[src/hw/rtl/morse_pkg.sv]
// morse keying sequencer package: state encoding, code tables and lookup
// no dependencies; imported by morse_keying_sequencer
package morse_pkg;

  // configuration register indexes
  localparam logic [7:0] CfgDitIdx = 8'd0;
  localparam logic [7:0] CfgDahIdx = 8'd1;

  // register reset values in milliseconds
  localparam logic [15:0] DitReset = 16'd100;
  localparam logic [15:0] DahReset = 16'd300;

  // most elements in one character
  localparam logic [2:0] MaxElems = 3'd5;

  // sequencer states, one-hot
  typedef enum logic [3:0] {
    StIdle  = 4'b0001,
    StTone  = 4'b0010,
    StGap   = 4'b0100,
    StClose = 4'b1000
  } seq_state_e;

  // code byte: element count in [7:5], elements in [4:0], first in bit 4, 1 = dit
  localparam logic [7:0] LetterCodes [26] = '{
    8'h50, 8'h8E, 8'h8A, 8'h6C, 8'h30, 8'h9A, 8'h64, 8'h9E, 8'h58, 8'h90,
    8'h68, 8'h96, 8'h40, 8'h48, 8'h60, 8'h92, 8'h84, 8'h74, 8'h7C, 8'h20,
    8'h78, 8'h9C, 8'h70, 8'h8C, 8'h88, 8'h86
  };

  localparam logic [7:0] DigitCodes [10] = '{
    8'hA0, 8'hB0, 8'hB8, 8'hBC, 8'hBE, 8'hBF, 8'hAF, 8'hA7, 8'hA3, 8'hA1
  };

  // code byte for an ascii character, zero when not encoded
  function automatic logic [7:0] code_for(input logic [7:0] ch);
    logic [7:0] ofs;
    logic [7:0] code;
    code = 8'h00;
    ofs  = 8'h00;
    case (ch) inside
      [8'h41:8'h5A]: begin
        ofs  = ch - 8'h41;
        code = LetterCodes[ofs[4:0]];
      end
      [8'h30:8'h39]: begin
        ofs  = ch - 8'h30;
        code = DigitCodes[ofs[3:0]];
      end
      default: code = 8'h00;
    endcase
    return code;
  endfunction

endpackage

[src/hw/rtl/morse_keying_sequencer.sv]
// morse keying sequencer top level: code lookup, element sequencer, output register
// depends on morse_pkg
//
// usage
//   input channel (in_valid_i/in_ready_o) takes one beat per character: an ascii
//   byte and a flag marking the last character of a message. A-Z and 0-9 are
//   keyed, every other byte gives only the closing silence.
//   output channel (out_valid_o/out_ready_i) gives one beat per timed segment:
//   key state, length in ms, end-of-character and end-of-message flags.
//   config channel (cfg_valid_i/cfg_ready_o) writes dit length (index 0) or dah
//   length (index 1); other indexes are dropped. write only while idle.
// timing
//   a character with n elements makes 2n+1 segments. the input beat moves the state
//   register out of idle, and the first segment then enters the output register; the
//   rest follow one per cycle while the receiver does not stall. the single element
//   shift register shifts once per tone and its count steps down once per gap.
//   in_ready_o is low from the input beat until the closing segment is loaded.
// reset and stall
//   reset loads dit 100 and dah 300 and empties the output register. when the
//   receiver stalls, the output register holds its beat and the sequencer waits.
module morse_keying_sequencer
  import morse_pkg::*;
(
  input  logic        clk_i,
  input  logic        rst_ni,
  // config write
  input  logic        cfg_valid_i,
  output logic        cfg_ready_o,
  input  logic [7:0]  cfg_index_i,
  input  logic [15:0] cfg_data_i,
  // character in
  input  logic        in_valid_i,
  output logic        in_ready_o,
  input  logic [7:0]  character_i,
  input  logic        final_char_i,
  // segment out
  output logic        out_valid_o,
  input  logic        out_ready_i,
  output logic        key_on_o,
  output logic [15:0] duration_o,
  output logic        char_done_o,
  output logic        message_end_o
);

  seq_state_e  state_q, state_d;
  logic [15:0] dit_q, dah_q;
  logic [4:0]  elem_q, elem_d;
  logic [2:0]  cnt_q, cnt_d;
  logic        last_q, last_d;

  logic        out_valid_q;
  logic        key_on_q, key_on_d;
  logic [15:0] dur_q, dur_d;
  logic        done_q, done_d;
  logic        mend_q, mend_d;

  logic        in_acc;
  logic        load;
  logic        emit;
  logic [7:0]  code;
  logic [2:0]  code_cnt;

  assign cfg_ready_o = 1'b1;
  assign in_ready_o  = (state_q == StIdle);
  assign in_acc      = in_valid_i && in_ready_o;
  assign load        = !out_valid_q || out_ready_i;

  // table lookup with element count clamp
  assign code     = code_for(character_i);
  assign code_cnt = (code[7:5] > MaxElems) ? MaxElems : code[7:5];

  // config registers
  always_ff @(posedge clk_i or negedge rst_ni) begin
    if (!rst_ni) begin
      dit_q <= DitReset;
      dah_q <= DahReset;
    end else if (cfg_valid_i && cfg_ready_o) begin
      if (cfg_index_i == CfgDitIdx) dit_q <= cfg_data_i;
      else if (cfg_index_i == CfgDahIdx) dah_q <= cfg_data_i;
    end
  end

  // element sequencer
  always_comb begin
    state_d  = state_q;
    elem_d   = elem_q;
    cnt_d    = cnt_q;
    last_d   = last_q;
    emit     = 1'b0;
    key_on_d = 1'b0;
    dur_d    = dit_q;
    done_d   = 1'b0;
    mend_d   = 1'b0;
    case (state_q)
      StIdle: begin
        if (in_acc) begin
          elem_d  = code[4:0];
          cnt_d   = code_cnt;
          last_d  = final_char_i;
          state_d = (code_cnt == 3'd0) ? StClose : StTone;
        end
      end
      StTone: begin
        if (load) begin
          emit     = 1'b1;
          key_on_d = 1'b1;
          dur_d    = elem_q[4] ? dit_q : dah_q;
          elem_d   = {elem_q[3:0], 1'b0};
          state_d  = StGap;
        end
      end
      StGap: begin
        if (load) begin
          emit    = 1'b1;
          dur_d   = dit_q;
          cnt_d   = cnt_q - 3'd1;
          state_d = (cnt_q == 3'd1) ? StClose : StTone;
        end
      end
      StClose: begin
        if (load) begin
          emit    = 1'b1;
          dur_d   = dah_q;
          done_d  = 1'b1;
          mend_d  = last_q;
          state_d = StIdle;
        end
      end
      default: state_d = StIdle;
    endcase
  end

  always_ff @(posedge clk_i or negedge rst_ni) begin
    if (!rst_ni) begin
      state_q <= StIdle;
      cnt_q   <= 3'd0;
    end else begin
      state_q <= state_d;
      cnt_q   <= cnt_d;
    end
  end

  always_ff @(posedge clk_i) begin
    elem_q <= elem_d;
    last_q <= last_d;
  end

  // output register
  always_ff @(posedge clk_i or negedge rst_ni) begin
    if (!rst_ni) begin
      out_valid_q <= 1'b0;
    end else if (load) begin
      out_valid_q <= emit;
    end
  end

  always_ff @(posedge clk_i) begin
    if (emit) begin
      key_on_q <= key_on_d;
      dur_q    <= dur_d;
      done_q   <= done_d;
      mend_q   <= mend_d;
    end
  end

  assign out_valid_o   = out_valid_q;
  assign key_on_o      = key_on_q;
  assign duration_o    = dur_q;
  assign char_done_o   = done_q;
  assign message_end_o = mend_q;

  // busy right after a character beat
  assert property (@(posedge clk_i) disable iff (!rst_ni)
    in_acc |=> !in_ready_o)
    else $error("sequencer ready right after taking a character");

  // closing segment lands in the output register with its flag
  assert property (@(posedge clk_i) disable iff (!rst_ni)
    (state_q == StClose) && load |=> out_valid_o && char_done_o && !key_on_o)
    else $error("closing silence not presented");

  // message end only on a closing segment
  assert property (@(posedge clk_i) disable iff (!rst_ni)
    out_valid_o && message_end_o |-> char_done_o)
    else $error("message end outside closing segment");

  // element count stays within a character
  assert property (@(posedge clk_i) disable iff (!rst_ni)
    cnt_q <= MaxElems)
    else $error("element count out of range");

endmodule
[config.mk]
export PLATFORM = sky130hd
export DESIGN_NAME = morse_keying_sequencer
export DESIGN_NICKNAME = d
export VERILOG_FILES = /design/src/hw/rtl/morse_pkg.sv /design/src/hw/rtl/morse_keying_sequencer.sv
export SDC_FILE = /design/constraint.sdc
export NUM_CORES = 1
export LEC_CHECK = 0
export BUFFER_PORTS_ARGS = -buffer_cell sky130_fd_sc_hd__buf_2
export CORE_UTILIZATION = 55
export CTS_CLUSTER_DIAMETER = 200
export DETAILED_ROUTE_END_ITERATION = 16
export GPL_TIMING_DRIVEN = 1
export PLACE_DENSITY_LB_ADDON = 0.25
export SYNTH_ARGS = -nofsm -noshare
export SYNTH_HDL_FRONTEND = slang
export SYNTH_SLANG_ARGS = --single-unit
[constraint.sdc]
create_clock -name clk_i -period 3.2 [get_ports clk_i]
set_input_delay 0.8 -clock clk_i [delete_from_list [all_inputs] [get_ports clk_i]]
set_output_delay 0.8 -clock clk_i [all_outputs]
set_load 0.05 [all_outputs]
== Word-level counts from Yosys, hierarchy flattened ==
Memory sizes are Yosys's and may differ from the RTL's.
Index checks and enable logic that the tools add are counted.
Operators by class
  add/subtract/negate cells: 3
  magnitude comparators: 7
  equality and inequality tests: 10
  multiplexer cells: 26
  bitwise logic cells: 3
  reduce and logical (&&, ||, !) cells: 17
Operators by type and width (count)
  $mux 16: 3
  $mux 8: 6
  $pmux 16 s2: 1
  $mux 4: 6
  $pmux 4 s4: 1
  $mux 5: 2
  $pmux 5 s2: 1
  $mux 3: 3
  $reduce_and 3->1: 3
  $eq 8x1->1 const B: 1
  $ge 8x6->1 const B: 1
  $ge 8x7->1 const B: 1
  $le 8x6->1 const B: 1
  $le 8x7->1 const B: 1
  $logic_not 8->1: 1
  $ge 6x6->1 const B: 1
  $ne 2x2->1 const B: 3
  $not 5->6: 1
  $pmux 3 s2: 1
  $reduce_and 2->1: 3
  $ge 5x5->1 const B: 1
  $not 4->5: 1
  $sub 5x1->5 const B: 1
  $eq 4x1->1 const B: 1
  other kinds (17): 21
Storage, ports and cells
  register bits after elaboration: 65
  memory bits (read-only): 384
  input port bits: 38
  memories kept: 2
Memory list
  (name not given): words 32, bits a word 8, rd ports 1, clocked after Yosys merged registers in 0, wr ports 0, RTL line morse_pkg.sv:44  | code = LetterCodes[ofs[4:0]];
  (name not given): words 16, bits a word 8, rd ports 1, clocked after Yosys merged registers in 0, wr ports 0, RTL line morse_pkg.sv:48  | code = DigitCodes[ofs[3:0]];

== Depth between registers and ports, before layout ==
Gate-level depths: netlist (run 1).
  depth after elaboration: 13
  gate-level depth with buffers: 12

== Least setup slack after synthesis (run 1) ==
No wires, ideal clock.
  path kind: input to register
  from: in character_i[0]
  to: reg cnt_q[0]
  data arrival time: 2.865 ns
  data required time: 3.068 ns
  setup slack: 0.203 ns
  stages on the path: 11
  path through: clkbuf_1 inv_1 ha_1 inv_1 ha_1 clkbuf_1 buf_2 o21ai_0 o311a_1 o221ai_1 a31oi_1
Between the ends
  word-level cells in the longest chain between the ends: 11
  elaborated cells between the ends (all ways): 22
  those cells by class: add/sub: 2; order compare: 5; mux: 9; bitwise: 2; reduce/logical: 2; memory: 2
Ends and longest elaborated chain
  start, declared: RTL line morse_keying_sequencer.sv:34  | input logic [7:0] character_i,
  $sub 4x1->4: RTL line morse_pkg.sv:47  | ofs = ch - 8'h30;
  $not 4->5 (implied by the code): RTL line morse_pkg.sv:48
  $mem_v2 16x8
  $mux 8 (implied by the code) (2 in a row): RTL line morse_pkg.sv:48
  $mux 8: RTL line morse_pkg.sv:41  | case (ch) inside
  $mux 8 *: RTL line morse_pkg.sv:41
  $gt 3x3->1: RTL line morse_keying_sequencer.sv:70  | assign code_cnt = (code[7:5] > MaxElems) ? MaxElems : code[7:5];
  $mux 3 *: RTL line morse_keying_sequencer.sv:70
  $mux 3 *: RTL line morse_keying_sequencer.sv:96  | if (in_acc) begin
  $pmux 3 s2 *: RTL line morse_keying_sequencer.sv:94  | case (state_q)
  end signal, assigned: RTL line morse_keying_sequencer.sv:139  | cnt_q <= cnt_d;
  end, declared: RTL line morse_keying_sequencer.sv:48  | logic [2:0] cnt_q, cnt_d;
Every way passes the cells marked *; elsewhere a longest branch is shown, timed or not. The select of a mux whose other input is x is not followed.
A chain may end at the register's enable or synchronous reset.

== Worst setup path after layout (run 1) ==
  from: in character_i[1]
  to: reg elem_q[2] (data pin)
Between the ends
  word-level cells in the longest chain between the ends: 9
  elaborated cells between the ends (all ways): 20
  those cells by class: add/sub: 2; order compare: 4; mux: 8; bitwise: 2; reduce/logical: 2; memory: 2
Ends and longest elaborated chain
  $sub 4x1->4: RTL line morse_pkg.sv:47
  $not 4->5 (implied by the code): RTL line morse_pkg.sv:48
  $mem_v2 16x8
  $mux 8 (implied by the code) (2 in a row): RTL line morse_pkg.sv:48
  $mux 8: RTL line morse_pkg.sv:41
  $mux 8 *: RTL line morse_pkg.sv:41
  $mux 5 *: RTL line morse_keying_sequencer.sv:96
  $pmux 5 s2 *: RTL line morse_keying_sequencer.sv:94
  via elem_d[2]: RTL line morse_keying_sequencer.sv:47  | logic [4:0] elem_q, elem_d;
  end signal, assigned: RTL line morse_keying_sequencer.sv:144  | elem_q <= elem_d;
  end, declared: RTL line morse_keying_sequencer.sv:47
Mark *: on every way through the listed nets, which the timed path passes. The rest lies on a longest branch. The select of a mux whose other input is x is not followed.

==> impl_metrics.tcl, run 1 <==
set metrics [dict create \
    hold_viol 0 \
    pwr_density_cell_mw_per_mm2 515 \
    rows 29 \
    drtPass1Iterations 7 \
    syn_area_sq_mm 0.00376 \
    final_common_cell "buf_2" \
    remaining_drc_errors 0 \
    skew_ns 0.00903 \
    final_max_slew_viol_count 0 \
    drt_iter0_drc 269 \
    total_power_mw 2.21 \
    post_cts_resized 0 \
    synth.largest_area_cell "dfrtp_1" \
    async_flop_share 0.615 \
    path_max_fanout 10 \
    synth_nets 413 \
    period_share 0.819 \
    area_growth_pct 14.0 \
    ys_seq_area_frac 0.469 \
    io_pins 60 \
    cts_setup_buffers 0 \
    cts_buffer_depth 2 \
    grt_pass1_vias 2705 \
    tightestPinTransition_ns 0.872 \
    max_freq_mhz 382 \
    min_path_type "flop to flop" \
    antenna_left 0 \
    rsz0062_at_grt "no" \
    synthCells 364 \
    final_cell_mix "buf_2 (58), nand2_1 (42), o21ai_0 (32), mux2_2 (32), dfrtp_1 (32)" \
    yosys.area.top_type_share 0.213 \
    placed_cell_area_sq_mm 0.00407 \
    cts.hold.buffers_added 0 \
    grt_use_total 0.229 \
    synth-simple-area-share 0.166 \
    synth_edf_count 25 \
    core_area_sq_mm 0.00646 \
    cts.sinks 65 \
    critPathLaunchType "primary input" \
    postSynthAreaPerCell_sq_um 10.3 \
    critical_path_class "primary input to flop" \
    finalSetupTns_ns 0 \
    synth-seq-cells 65 \
    diodes 0 \
    num-nets-final 464 \
    cp.arrival_ns 2.70 \
    place_ws_ns 0.262 \
    io_buffers 58 \
    overflow 0 \
    layout_setup_ws_ns 0.579 \
    wl_per_cell_um 15.6 \
    grt_max_degree 41 \
    cts_buffers 9 \
    drv_cap 0 \
    clock_latency_ns 0.34 \
    ys_types 67 \
    die_y_um 84.6 \
    irDropWorstVdd_uv 369 \
    dp_hpwl_mm 5.36 \
    die_area_sq_mm 0.00716 \
    grt_pass1_wl_mm 12.8 \
    htree_levels 3 \
    ys.flop_type "dfrtp_1" \
    drive_gt1_frac 0.326 \
    worstPathRequired_ns 3.28 \
    status "completed" \
    cts_root_buf "clkbuf_8" \
    layout_min_cycle_time_ns 2.62 \
    gp_congestion 0.897 \
    setup_viol 0 \
    yosysWarnings 0 \
    initial_core_util 0.582 \
    muxShareOfSynthArea 0.0986 \
    synth_top_family_by_area "compound AO/OA/AOI/OAI gates" \
    finalInstanceArea_sq_mm 0.00428 \
    drt_wl_total_mm 7.75 \
    cts_tree "yes" \
    slew_headroom 0.419 \
    synth_fa_ha_area_frac 0.0366 \
    post-route-util 0.663 \
    vias 2973 \
    leakage_nw 1.85 \
    synth_xor_area_frac 0.0113 \
    clk_pin_slew_ns 0.07 \
    vias_per_cell 5.98 \
    yosys-top-cells-area "dfrtp_1 (21%), edfxtp_1 (20%), mux2_2 (9.6%)" \
    endpoint_kind "flop" \
    grt_antenna_before_repair 0 \
    synth-compound-area-share 0.170 \
    chipWidth_um 84.6 \
]
==> state kept, by name, summed over array words and instances (netlist names), 3 cells and up <==
signal      flops
dah_q          16
dit_q          16
duration_o     16
elem_q          5
state_q         4
cnt_q           3
==> worst max-delay path: stages <==
cell and delay [ns]:
buf_2 0.09, inv_1 0.08, ha_1 0.25, nor3b_4 0.19, xnor2_1 0.65, a22oi_1 0.17
o311ai_0 0.35, o31ai_1 0.12
==> Yosys cell counts, types with 2 or more instances <==
cell	number
o211a_1	2
o211ai_1	6
dfstp_2	8
nor3_1	6
nor2b_1	8
clkbuf_1	15
o21a_1	2
a31oi_1	7
a21oi_1	15
edfxtp_1	25
buf_2	4
o221ai_1	2
nand2_1	42
inv_1	9
o21ai_1	5
o21ai_0	32
buf_4	4
buf_6	3
nor4_1	2
and3_1	2
xnor2_1	3
a211oi_1	3
mux2_2	32
nor3b_1	2
a221oi_2	2
o311ai_0	2
a41oi_1	2
and2_1	3
or3_1	6
nand2b_1	9
nor2_1	22
or4_1	2
nor3_2	2
ha_1	11
dfrtp_1	32
==> cell type report <==
| class | count | area [sq um] |
|---|---|---|
| Sequential cell | 65 | 1760 |
| Clock buffer | 9 | 124 |
| Fill cell | 522 | 2180 |
| Multi-Input combinational cell | 262 | 1810 |
| Timing Repair Buffer | 67 | 358 |
| Clock inverter | 7 | 92.6 |
| Tap cell | 77 | 96.3 |
| Inverter | 10 | 37.5 |
==> cell families (layout without fill, tap and decap cells) <==
logic type | count (synthesis) | after routing
AOI/OAI and AO/OA | 96 | 96
xor gates and xnor gates | 4 | 4
adders and majority gates | 11 | 11
buffers and inverters | 37 | 93
DFF | 65 | 65
muxes | 33 | 33
other | 1 | 1
and+or+nand+nor | 117 | 117
==> per-stage QoR <==
stage,hold WS (ns),std cells
after global routing,0.533,497
after floorplan,0.479,364
after detailed placement,0.492,481
final,0.509,497
after CTS,0.510,497
after global placement,0.486,481
==> worst paths after layout <==
check | start | end | slack [ns] | depth (start not counted)
setup / recovery | character_i[1] | elem_q[2]$_DFFE_PP_ | 0.58 | 8
hold / removal | dah_q[10]$_DFFE_PN0P_ | dah_q[10]$_DFFE_PN0P_ | 0.51 | 1
setup reg to reg | state_q[1]$_DFFE_PN0P_ | elem_q[1]$_DFFE_PP_ | 1.04 | 3
hold reg to reg | dah_q[10]$_DFFE_PN0P_ | dah_q[10]$_DFFE_PN0P_ | 0.51 | 1
max in group asynchronous | rst_ni | dit_q[8]$_DFFE_PN0P_ | 2.08 | 1
min in group asynchronous | rst_ni | cnt_q[1]$_DFFE_PN0P_ | 0.57 | 1
==> power by group <==
part	switching (mW)	internal (mW)
Clock	0.317	0.437
Sequential	0.0445	0.947
Combinational	0.301	0.159
Total	0.663	1.54
==> routing by layer <==
metal	global-route usage	up-vias	wire length, um
met5	0	-	0
met3	0.0541	10	419
met1	0.305	1409	3490
li1	-	1434	-
met2	0.378	120	3740
met4	0.0601	0	97
Note: power is estimated with default switching activity, not from simulation.
==> run 2: changes to the inputs <==
Settings changed: CORE_UTILIZATION 55 to 51.
Clock period 3.2 ns to 2.3 ns, I/O delays scaled along.
==> impl_metrics.tcl, run 2 (synthesis results as in run 1) <==
set metrics [dict create \
    dp_hpwl_mm 5.79 \
    placed_cell_area_sq_mm 0.00433 \
    overflow 0 \
    critical_path_class "primary input to flop" \
    die_y_um 87.8 \
    irDropWorstVdd_uv 398 \
    final_max_slew_viol_count 0 \
    antenna_left 0 \
    leakage_nw 1.98 \
    hold_viol 0 \
    initial_core_util 0.541 \
    vias 3020 \
    grt_antenna_before_repair 0 \
    cp.arrival_ns 2.39 \
    grt_use_total 0.223 \
    gp_congestion 0.898 \
    rows 30 \
    drt_wl_total_mm 8.14 \
    rsz0062_at_grt "no" \
    min_path_type "primary input to async pin" \
    cts.sinks 65 \
    final_common_cell "buf_2" \
    layout_min_cycle_time_ns 2.15 \
    period_share 0.933 \
    finalInstanceArea_sq_mm 0.00454 \
    clock_latency_ns 0.34 \
    final_cell_mix "buf_2 (58), nand2_1 (42), o21ai_0 (32), mux2_2 (32), dfrtp_1 (32)" \
    critPathLaunchType "primary input" \
    setup_viol 0 \
    grt_max_degree 41 \
    finalSetupTns_ns 0 \
    drv_cap 0 \
    status "completed" \
    drtPass1Iterations 4 \
    area_growth_pct 20.8 \
    skew_ns 0.0107 \
    diodes 0 \
    grt_pass1_vias 2768 \
    max_freq_mhz 466 \
    endpoint_kind "flop" \
    total_power_mw 3.06 \
    tightestPinTransition_ns 0.508 \
    cts_buffer_depth 2 \
    die_area_sq_mm 0.00771 \
    wl_per_cell_um 15.1 \
    clk_pin_slew_ns 0.08 \
    cts_root_buf "clkbuf_8" \
    io_buffers 58 \
    pwr_density_cell_mw_per_mm2 675 \
    chipWidth_um 87.8 \
    remaining_drc_errors 0 \
    drive_gt1_frac 0.374 \
    drt_iter0_drc 164 \
    worstPathRequired_ns 2.55 \
    io_pins 60 \
    core_area_sq_mm 0.00694 \
    htree_levels 3 \
    n_fill_cell 556 \
    cts_buffers 9 \
    num-nets-final 488 \
    vias_per_cell 5.59 \
    cts_tree "yes" \
    path_max_fanout 7 \
    slew_headroom 0.661 \
    grt_pass1_wl_mm 13.2 \
]
## run 2: cell types whose count changed in the layout (fill, tap and decap cells not counted), sizes merged
cell,delta
clkinv,+1
buf,+24
bufinv,-1
inv,+1
clkinvlp,-1
## run 2: final cells by class
class,instances,area (sq um),share of cell area
flip-flops and latches,65,1760,0.388
clock buffers,9,124,0.0273
clock inverters,7,77.6,0.0171
multi-input cells,262,1840,0.406
inverters,10,47.5,0.0105
well taps,96,120,0.0265
repair buffers,91,563,0.124
## run 2: per-stage QoR
stage               setup slack, ns  utilization  instances  hold WS, ns
floorplan                   -0.0715            -        364        0.279
global route                 0.0226        0.653        540        0.337
detailed placement           -0.261        0.623        524        0.493
global placement             -0.184        0.623        524        0.486
finish                        0.155        0.653        540        0.281
CTS                           0.111        0.652        540        0.302
## run 2: layer usage
metal  wire [um]  vias to the layer above  global-route usage  part of all wire
li1            -                     1479                   -                 -
met1        3680                     1454               0.298              0.45
met2        3990                       80               0.372              0.49
met3         382                        7              0.0386             0.047
met4          82                        0              0.0700             0.010
met5           0                        -                   0                 0
## run 2: worst max-delay path, cell delays in order
cell and delay, ns:
buf_2 0.12, inv_4 0.06, ha_4 0.12, buf_4 0.10
nor3b_4 0.23, buf_4 0.17, xor2_2 0.31, o311a_1 0.30
o21ai_1 0.12, a221oi_2 0.28
## run 2: timing repair
item / in CTS / in global routing
hold buffers: 0 / 0
buffers inserted: 0 / 0
resized for setup: 0 / 1
endpoints found under the setup margin: 0 / 5
## run 2: report_power, final
| group | internal (mW) | switching, mW | leakage, nW | total [mW] |
|---|---|---|---|---|
| clock network | 0.510 | 0.470 | 0.100 | 0.980 |
| registers | 1.32 | 0.0657 | 0.756 | 1.38 |
| logic | 0.271 | 0.431 | 1.13 | 0.702 |
## run 2: path summary, 6_finish.rpt
path	startpoint	end	slack, ns	cells past startpoint
max	character_i[1]	cnt_q[2]$_DFFE_PN0P_	0.15	10
min	rst_ni	out_valid_o$_DFFE_PN0N_	0.28	2
max reg2reg	state_q[0]$_DFFE_PN1P_	elem_q[4]$_DFFE_PP_	0.37	5
min reg2reg	dah_q[13]$_DFFE_PN0P_	dah_q[13]$_DFFE_PN0P_	0.51	1
max in group asynchronous	rst_ni	dah_q[5]$_DFFE_PN1P_	1.64	2
min in group clk_i	final_char_i	last_q$_DFFE_PP_	0.41	1
